==> src/rtl/core/ffcba_pkg.sv <==
// Shared types and constants for the first-fit contiguous block allocator.
`timescale 1ns / 1ps

package ffcba_pkg;

    // Default number of blocks in the store.
    localparam int NUM_BLOCKS_DEF = 128;

    // Widths of the item fields.
    localparam int KIND_W  = 1;
    localparam int START_W = 7;
    localparam int LEN_W   = 8;
    localparam int STAT_W  = 2;

    // Operation codes carried in the kind field.
    localparam logic [KIND_W-1:0] KIND_ALLOC = 1'b0;
    localparam logic [KIND_W-1:0] KIND_FREE  = 1'b1;

    // Result status codes.
    typedef enum logic [STAT_W-1:0] {
        ST_OK    = 2'd0,
        ST_NOFIT = 2'd1,
        ST_RANGE = 2'd2
    } ffcba_status_t;

    // Commands from the controller to the datapath.
    typedef struct packed {
        logic          load;      // latch a new request
        logic          clear_wr;  // write a zero during the clearing pass
        logic          scan;      // one step of the first-fit scan
        logic          fill_wr;   // write one block of a mark or free range
        logic          finish;    // publish a result item
        ffcba_status_t code;      // status of that result
    } ffcba_cmd_t;

    // Status from the datapath to the controller.
    typedef struct packed {
        logic clear_last;  // the clearing pass is at its last block
        logic bad_range;   // latched request has a zero length or leaves the store
        logic alloc_op;    // latched request is an allocate
        logic found;       // the scan has just completed a fitting run
        logic scan_end;    // the scan has looked at the last block without a fit
        logic fill_last;   // the range write is at its last block
    } ffcba_stat_t;

endpackage

==> src/rtl/core/ffcba_dp.sv <==
// Datapath of the block allocator: bitmap memory, scan and range write counters, result.
`timescale 1ns / 1ps

module ffcba_dp #(
    parameter int NUM_BLOCKS = ffcba_pkg::NUM_BLOCKS_DEF
) (
    input  logic                            clk,
    input  logic                            rst_n,
    input  ffcba_pkg::ffcba_cmd_t           cmd,
    output ffcba_pkg::ffcba_stat_t          stat,
    input  logic [ffcba_pkg::KIND_W-1:0]    kind,
    input  logic [ffcba_pkg::START_W-1:0]   start_block,
    input  logic [ffcba_pkg::LEN_W-1:0]     run_length,
    output logic                            done,
    output logic                            granted,
    output logic [ffcba_pkg::START_W-1:0]   run_start,
    output logic [ffcba_pkg::STAT_W-1:0]    status
);

    localparam int IW = (NUM_BLOCKS > 1) ? $clog2(NUM_BLOCKS) : 1;
    localparam int CW = $clog2(NUM_BLOCKS + 1);
    localparam int EW = (CW > ffcba_pkg::LEN_W + 1) ? CW : ffcba_pkg::LEN_W + 1;

    logic                            bmap_mem [NUM_BLOCKS];

    logic [ffcba_pkg::KIND_W-1:0]    req_kind_reg;
    logic [ffcba_pkg::START_W-1:0]   req_start_reg;
    logic [ffcba_pkg::LEN_W-1:0]     req_len_reg;
    logic [CW-1:0]                   ptr_reg;
    logic [CW-1:0]                   rem_reg;
    logic [CW-1:0]                   run_cnt_reg;
    logic [IW-1:0]                   proc_idx_reg;
    logic                            proc_valid_reg;
    logic                            map_rd_reg;
    logic [IW-1:0]                   first_reg;
    logic                            done_reg;
    logic                            granted_reg;
    logic [ffcba_pkg::START_W-1:0]   run_start_reg;
    ffcba_pkg::ffcba_status_t        status_reg;

    logic [IW-1:0]                   ptr_idx;
    logic                            issue;
    logic [CW-1:0]                   cnt_inc;
    logic [EW-1:0]                   len_ext;
    logic [EW-1:0]                   first_ext;
    logic                            found;

    assign ptr_idx   = ptr_reg[IW-1:0];
    assign issue     = cmd.scan && (ptr_reg != CW'(NUM_BLOCKS));
    assign cnt_inc   = run_cnt_reg + CW'(1);
    assign len_ext   = EW'(req_len_reg);
    assign first_ext = EW'(proc_idx_reg) + EW'(1) - len_ext;
    assign found     = proc_valid_reg && !map_rd_reg && (cnt_inc == CW'(req_len_reg));

    always_comb
    begin
        stat.clear_last = (ptr_reg == CW'(NUM_BLOCKS - 1));
        stat.alloc_op   = (req_kind_reg == ffcba_pkg::KIND_ALLOC);
        stat.bad_range  = (req_len_reg == '0) ||
                          (stat.alloc_op ? (len_ext > EW'(NUM_BLOCKS))
                                         : (EW'(req_start_reg) + len_ext > EW'(NUM_BLOCKS)));
        stat.found      = found;
        stat.scan_end   = proc_valid_reg && !found && (proc_idx_reg == IW'(NUM_BLOCKS - 1));
        stat.fill_last  = (rem_reg == CW'(1));
    end

    // Bitmap store: one write or one registered read per cycle.
    always_ff @(posedge clk)
    begin
        if (cmd.clear_wr)
        begin
            bmap_mem[ptr_idx] <= 1'b0;
        end
        else if (cmd.fill_wr)
        begin
            bmap_mem[ptr_idx] <= (req_kind_reg == ffcba_pkg::KIND_ALLOC);
        end
        if (issue)
        begin
            map_rd_reg <= bmap_mem[ptr_idx];
        end
    end

    // Request and result payload.
    always_ff @(posedge clk)
    begin
        if (cmd.load)
        begin
            req_kind_reg  <= kind;
            req_start_reg <= start_block;
            req_len_reg   <= run_length;
        end
        if (cmd.scan && found)
        begin
            first_reg <= IW'(first_ext);
        end
        if (cmd.finish)
        begin
            granted_reg   <= (cmd.code == ffcba_pkg::ST_OK);
            status_reg    <= cmd.code;
            run_start_reg <= ((cmd.code == ffcba_pkg::ST_OK) &&
                              (req_kind_reg == ffcba_pkg::KIND_ALLOC))
                             ? ffcba_pkg::START_W'(first_reg) : '0;
        end
    end

    // Counters and control flags.
    always_ff @(posedge clk or negedge rst_n)
    begin
        if (!rst_n)
        begin
            ptr_reg        <= '0;
            rem_reg        <= '0;
            run_cnt_reg    <= '0;
            proc_idx_reg   <= '0;
            proc_valid_reg <= 1'b0;
            done_reg       <= 1'b0;
        end
        else
        begin
            done_reg <= cmd.finish;
            if (cmd.load)
            begin
                ptr_reg        <= (kind == ffcba_pkg::KIND_ALLOC) ? '0 : CW'(start_block);
                rem_reg        <= CW'(run_length);
                run_cnt_reg    <= '0;
                proc_valid_reg <= 1'b0;
            end
            else if (cmd.clear_wr || cmd.fill_wr)
            begin
                ptr_reg <= ptr_reg + CW'(1);
                rem_reg <= rem_reg - CW'(1);
            end
            else if (cmd.scan)
            begin
                if (found)
                begin
                    ptr_reg        <= CW'(first_ext);
                    rem_reg        <= CW'(req_len_reg);
                    proc_valid_reg <= 1'b0;
                end
                else
                begin
                    if (issue)
                    begin
                        ptr_reg <= ptr_reg + CW'(1);
                    end
                    proc_valid_reg <= issue;
                    proc_idx_reg   <= ptr_idx;
                    if (proc_valid_reg)
                    begin
                        run_cnt_reg <= map_rd_reg ? '0 : cnt_inc;
                    end
                end
            end
        end
    end

    assign done      = done_reg;
    assign granted   = granted_reg;
    assign run_start = run_start_reg;
    assign status    = status_reg;

    // A result strobe lasts a single cycle.
    a_done_pulse: assert property (@(posedge clk) disable iff (!rst_n)
        done_reg |=> !done_reg)
        else $error("result strobe held for more than one cycle");

    // Success and the ok status always go together.
    a_grant_status: assert property (@(posedge clk) disable iff (!rst_n)
        done_reg |-> (granted_reg == (status_reg == ffcba_pkg::ST_OK)))
        else $error("granted disagrees with status");

    // A failed request reports start block zero.
    a_fail_start: assert property (@(posedge clk) disable iff (!rst_n)
        (done_reg && !granted_reg) |-> (run_start_reg == '0))
        else $error("failed request reports a start block");

    // Range writes never step outside the store.
    a_fill_bounds: assert property (@(posedge clk) disable iff (!rst_n)
        cmd.fill_wr |-> (ptr_reg < CW'(NUM_BLOCKS)) && (rem_reg != '0))
        else $error("range write outside the store");

endmodule

==> src/rtl/core/ffcba_ctrl.sv <==
// Controller state machine of the block allocator.
`timescale 1ns / 1ps

module ffcba_ctrl (
    input  logic                   clk,
    input  logic                   rst_n,
    input  logic                   start,
    output logic                   busy,
    output ffcba_pkg::ffcba_cmd_t  cmd,
    input  ffcba_pkg::ffcba_stat_t stat
);

    typedef enum logic [2:0] {
        S_CLEAR,
        S_IDLE,
        S_CHECK,
        S_SCAN,
        S_FILL
    } state_t;

    state_t state_reg;
    state_t state_next;

    always_comb
    begin
        state_next = state_reg;
        cmd        = '0;
        cmd.code   = ffcba_pkg::ST_OK;
        case (state_reg)
            S_CLEAR:
            begin
                cmd.clear_wr = 1'b1;
                if (stat.clear_last)
                begin
                    state_next = S_IDLE;
                end
            end
            S_IDLE:
            begin
                if (start)
                begin
                    cmd.load   = 1'b1;
                    state_next = S_CHECK;
                end
            end
            S_CHECK:
            begin
                if (stat.bad_range)
                begin
                    cmd.finish = 1'b1;
                    cmd.code   = ffcba_pkg::ST_RANGE;
                    state_next = S_IDLE;
                end
                else if (stat.alloc_op)
                begin
                    state_next = S_SCAN;
                end
                else
                begin
                    state_next = S_FILL;
                end
            end
            S_SCAN:
            begin
                cmd.scan = 1'b1;
                if (stat.found)
                begin
                    state_next = S_FILL;
                end
                else if (stat.scan_end)
                begin
                    cmd.finish = 1'b1;
                    cmd.code   = ffcba_pkg::ST_NOFIT;
                    state_next = S_IDLE;
                end
            end
            S_FILL:
            begin
                cmd.fill_wr = 1'b1;
                if (stat.fill_last)
                begin
                    cmd.finish = 1'b1;
                    cmd.code   = ffcba_pkg::ST_OK;
                    state_next = S_IDLE;
                end
            end
            default:
            begin
                state_next = S_IDLE;
            end
        endcase
    end

    always_ff @(posedge clk or negedge rst_n)
    begin
        if (!rst_n)
        begin
            state_reg <= S_CLEAR;
        end
        else
        begin
            state_reg <= state_next;
        end
    end

    assign busy = (state_reg != S_IDLE);

    // A result is only ever published from a working state.
    a_finish_busy: assert property (@(posedge clk) disable iff (!rst_n)
        cmd.finish |-> busy)
        else $error("result published while idle");

    // The clearing pass is finished before any request is taken.
    a_no_load_clear: assert property (@(posedge clk) disable iff (!rst_n)
        (state_reg == S_CLEAR) |-> !cmd.load)
        else $error("request taken during the clearing pass");

    // Only one memory operation is commanded in a cycle.
    a_one_mem_op: assert property (@(posedge clk) disable iff (!rst_n)
        $onehot0({cmd.clear_wr, cmd.scan, cmd.fill_wr}))
        else $error("conflicting memory commands");

endmodule

==> src/rtl/core/first_fit_contiguous_block_allocator_top.sv <==
// Top level of the first-fit contiguous block allocator.
`timescale 1ns / 1ps
//
//  Channel   Signals                                  Handshake
//  --------  ---------------------------------------  ----------------------------------
//  request   kind, start_block, run_length            taken when start high, busy low
//  result    granted, run_start, status               valid for one cycle while done high
//
// The store is a map of NUM_BLOCKS blocks, one bit each, held in a single-port
// memory that is read or written once per cycle. After reset a clearing pass
// writes every entry to free, with busy high.
// A request with a zero length or a range outside the store returns its item
// from the check state, without a memory access. A free makes one memory
// write per block. An allocate scans the map one block per cycle from block 0
// to find or reject a run, then marks a run it has found with one memory write
// per block.
// Exactly one result item follows each request item; the receiver cannot stall
// it, and busy stays high until the item has been produced.
module first_fit_contiguous_block_allocator_top #(
    parameter int NUM_BLOCKS = ffcba_pkg::NUM_BLOCKS_DEF
) (
    input  logic                            clk,
    input  logic                            rst_n,
    input  logic                            start,
    output logic                            busy,
    input  logic [ffcba_pkg::KIND_W-1:0]    kind,
    input  logic [ffcba_pkg::START_W-1:0]   start_block,
    input  logic [ffcba_pkg::LEN_W-1:0]     run_length,
    output logic                            done,
    output logic                            granted,
    output logic [ffcba_pkg::START_W-1:0]   run_start,
    output logic [ffcba_pkg::STAT_W-1:0]    status
);

    // Commands and status between the controller and the datapath.
    ffcba_pkg::ffcba_cmd_t  cmd;
    ffcba_pkg::ffcba_stat_t stat;

    // The controller sequences clearing, range checks, scanning and range writes.
    ffcba_ctrl u_ctrl (
        .clk   (clk),
        .rst_n (rst_n),
        .start (start),
        .busy  (busy),
        .cmd   (cmd),
        .stat  (stat)
    );

    // The datapath holds the map, the scan counters and the result registers.
    ffcba_dp #(
        .NUM_BLOCKS (NUM_BLOCKS)
    ) u_dp (
        .clk         (clk),
        .rst_n       (rst_n),
        .cmd         (cmd),
        .stat        (stat),
        .kind        (kind),
        .start_block (start_block),
        .run_length  (run_length),
        .done        (done),
        .granted     (granted),
        .run_start   (run_start),
        .status      (status)
    );

endmodule
==> config.mk <==
export PLATFORM = sky130hd
export DESIGN_NAME = first_fit_contiguous_block_allocator_top
export DESIGN_NICKNAME = d
export VERILOG_FILES = /design/src/rtl/core/ffcba_pkg.sv /design/src/rtl/core/ffcba_dp.sv /design/src/rtl/core/ffcba_ctrl.sv /design/src/rtl/core/first_fit_contiguous_block_allocator_top.sv
export SDC_FILE = /design/constraint.sdc
export NUM_CORES = 1
export LEC_CHECK = 0
export BUFFER_PORTS_ARGS = -buffer_cell sky130_fd_sc_hd__buf_2
export CAP_MARGIN = 20
export CELL_PAD_IN_SITES_DETAIL_PLACEMENT = 0
export CELL_PAD_IN_SITES_GLOBAL_PLACEMENT = 1
export CORE_ASPECT_RATIO = 0.9
export CORE_UTILIZATION = 40
export CTS_BUF_LIST = sky130_fd_sc_hd__clkbuf_4 sky130_fd_sc_hd__clkbuf_8 sky130_fd_sc_hd__clkbuf_16
export DETAILED_ROUTE_END_ITERATION = 10
export HOLD_SLACK_MARGIN = 0.06
export PLACE_DENSITY = 0.62
export SYNTH_ARGS = -nofsm -noshare
export SYNTH_HDL_FRONTEND = slang
export SYNTH_HIERARCHICAL = 1
export SYNTH_SLANG_ARGS = --single-unit
export TNS_END_PERCENT = 50
==> constraint.sdc <==
create_clock -name clk -period 8.41 [get_ports clk]
set_clock_uncertainty 0.05 [all_clocks]
set_input_delay 0.4205 -clock clk [delete_from_list [all_inputs] [get_ports clk]]
set_output_delay 0.4205 -clock clk [all_outputs]
set_load 0.02 [all_outputs]
==> results.sh <==
export IMPL_status="finished clean"
export IMPL_cts_buffers=17
export IMPL_core_area_mm2=0.0243
export IMPL_reg2reg_depth=11
export IMPL_multi_input_area_mm2=0.00388
export IMPL_seq_area_frac_synth_pct=57.8
export IMPL_setup_viol=0
export IMPL_synthTopCellsByArea="edfxtp_1, dfrtp_1, nor2_1"
export IMPL_drv_slew=0
export IMPL_gp_congestion=0.857
export IMPL_diodes=0
export IMPL_rsz0062_at_grt="false"
export IMPL_critPathKind="reg2reg"
export IMPL_num_nets_final=902
export IMPL_clk_pin_slew_worst_paths_ns=0.08
export IMPL_grt_pass1_wl_um=38300
export IMPL_cts_hold_buffers_added=0
export IMPL_vias_per_cell=5.75
export IMPL_postSynthCellCount=851
export IMPL_grt_usage_pct=20.3
export IMPL_yosysMostFrequentCell="edfxtp_1"
export IMPL_clkLatencyLatePin_ns=0.44
export IMPL_start_kind="flop"
export IMPL_hold_viol=0
export IMPL_power_density_mw_per_mm2=326
export IMPL_post_place_cells=1144
export IMPL_synth_top_area_share_pct=48.8
export IMPL_cp_end_kind="flop"
export IMPL_drive_gt1_share_pct=13.7
export IMPL_layoutNonFillerInstCount=1177
export IMPL_worst_slew_pin_slew_ns=1.07
export IMPL_total_power_mw=3.58
export IMPL_r2r_slack_ns=4.94
export IMPL_htree_levels=4
export IMPL_peakVddDrop_mv=0.128
export IMPL_cts_root_buffer="clkbuf_16"
export IMPL_reg2reg_to="u_dp/run_start[0]"
export IMPL_largest_reg_flops=128
export IMPL_cts_sinks=198
export IMPL_drc=0
export IMPL_fmaxAchievable_ghz=0.288
export IMPL_synth_edf_count=162
export IMPL_synth_avg_cell_area_um2=11.7
export IMPL_yosys_register_bits=198
export IMPL_grt_start_max_net_pins=129
export IMPL_synth_ff_type="edfxtp_1"
export IMPL_grt_pass1_vias=6517
export IMPL_ff_latch_area_mm2=0.00577
export IMPL_drt_antenna_violating_nets=0
export IMPL_synth_area_leader_cell="edfxtp_1"
export IMPL_ios=31
export IMPL_numPortBuffers=30
export IMPL_avgRoutedWirePerCell_um=21.0
export IMPL_die_x_um=168
export IMPL_grt_antenna_before_repair=0
export IMPL_cp_cell_sequence="ha_1 -> fa_1 -> a21o_1 -> a21oi_1 -> o21ai_0 -> xor2_1 -> o2bb2ai_1 -> o2111ai_1 -> and3b_1 -> nor4b_2 -> a211o_1"
export IMPL_rows=54
export IMPL_maxCapViolations=0
export IMPL_cp_slowest_cell="edfxtp_1"
export IMPL_die_area_mm2=0.0256
export IMPL_netlist_area_mm2=0.00997
export IMPL_drtIter0Drc=525
export IMPL_wl_um=24800
export IMPL_synth_cell_type_count=76
export IMPL_cts_setup_buffers=0
export IMPL_n_fill_cell=2251
export IMPL_cts_resized=0
export IMPL_first_pass_iters=5
export IMPL_tns_ns=0
export IMPL_hold_class="in2async"
export IMPL_crit_required_ns=8.44
export IMPL_grt_overflow=0
export IMPL_via_count=6772
export IMPL_fin_crit_sh_pct=41.3
export IMPL_start_util_pct=41.0
export IMPL_fin_crit_ns=3.47
export IMPL_largest_register="u_dp/bmap_mem"
export IMPL_synthesis_nets=897
export IMPL_cp_data_arrival_time_ns=3.50
export IMPL_path_max_fanout=11
export IMPL_p_leak_nw=3.69
export IMPL_slowest_delay_ns=0.46
export IMPL_finalHoldWorstSlack_ns=0.0418
export IMPL_crit_start="u_dp/req_len_reg[0]"
export IMPL_reg2reg_from="u_dp/req_len_reg[0]"
export IMPL_synth_common_cells="edfxtp_1, nor2_1, nand2_1, a21oi_1, dfrtp_1"
export IMPL_clockBufferDepth=2
export IMPL_cts_tree="built"
export IMPL_cp_endpoint="u_dp/run_start[0]"
export IMPL_async_reset_ff_share_pct=18.2
export IMPL_syn_to_final_growth_pct=10.1
export IMPL_slew_headroom_pct=28.6
export IMPL_ys_warn_count=6
export IMPL_dp_hpwl_um=16200
export IMPL_dieHeight_um=152
-- final cells by class --
| cell class | count | area share (%) |
|---|---|---|
| clock buffer | 17 | 3.88 |
| timing repair buffer | 39 | 2.17 |
| inverter | 25 | 0.855 |
| tap | 308 | 3.51 |
| clock inverter | 15 | 1.73 |
| sequential | 198 | 52.5 |
| multi-input combinational | 575 | 35.3 |
-- stage by stage --
step                util (%)  setup WS, ns  area (um^2)
global placement        42.5          5.08        10300
detailed placement      42.5          5.01        10300
finish                  45.1          4.94        11000
global route            45.1          4.63        11000
CTS                     45.0          4.98        10900
floorplan                  -          1.18         9970
-- routing by layer --
metal | track usage [%] | part of all wire, % | up-vias
li1 | - | - | 3144
met1 | 30.0 | 49 | 3431
met2 | 31.0 | 45 | 178
met3 | 3.04 | 5.2 | 19
met4 | 5.45 | 1.1 | 0
met5 | 0 | 0 | -
-- cell families after synthesis --
kind of cell               Yosys count  share of synthesized area [%]
and+or+nand+nor                    325                           15.5
DFF                                198                           57.8
AOI/OAI and AO/OA                  146                           9.94
buffers and inverters               78                           3.40
muxes                               48                           7.24
xor gates and xnor gates            29                           2.55
adders and majority gates           27                           3.54
-- worst max-delay path, delay by kind of cell, from the launching register on --
kind / cells / cell delay [ns]
AO/OA/AOI/OAI: 6 / 1.18
XOR/XNOR: 1 / 0.15
adder cells (fa/ha/maj): 2 / 0.65
flip-flops: 1 / 0.46
AND/OR/NAND/NOR: 2 / 0.62
-- power by group --
group | switching, mW | internal (mW)
logic | 0.905 | 0.508
clock network | 0.398 | 0.453
registers | 0.130 | 1.19
-- layout by cell type (no fill, tap or decap), types with 4 or more instances in the layout --
cell	instances
o211ai_1	7
ha_1	25
a221oi_1	5
mux2_2	15
nand4_1	5
edfxtp_1	162
o21ai_0	24
nor3_1	26
a211oi_1	10
nand2_1	49
and2_1	11
nor2_1	160
a21o_1	7
inv_1	24
nor2b_1	5
nand2b_1	6
mux2i_1	14
a21oi_1	40
a211o_1	4
or4_1	4
nor4_1	5
xnor2_1	16
dfrtp_1	35
buf_2	30
clkbuf_16	17
and3_1	5
mux4_2	17
or3_1	8
buf_4	8
nand3_1	15
xor2_1	13
a22oi_1	10
a221o_1	5
nand3b_1	6
-- worst min-delay path by stage --
stage / from / end / depth (start not counted) / slack [ns]
after detailed placement: u_dp/first_reg[4] / u_dp/run_start[4] / 1 / 0.47
after floorplan: rst_n / u_ctrl/state_reg[0] / 0 / 0.07
after global placement: u_dp/first_reg[0] / u_dp/run_start[0] / 1 / 0.46
after CTS: rst_n / u_ctrl/state_reg[0] / 1 / 0.10
after global routing: start_block[4] / u_dp/req_start_reg[4] / 1 / 0.10
final: rst_n / u_ctrl/state_reg[1] / 1 / 0.04
Power figures use the tool's default switching activity.
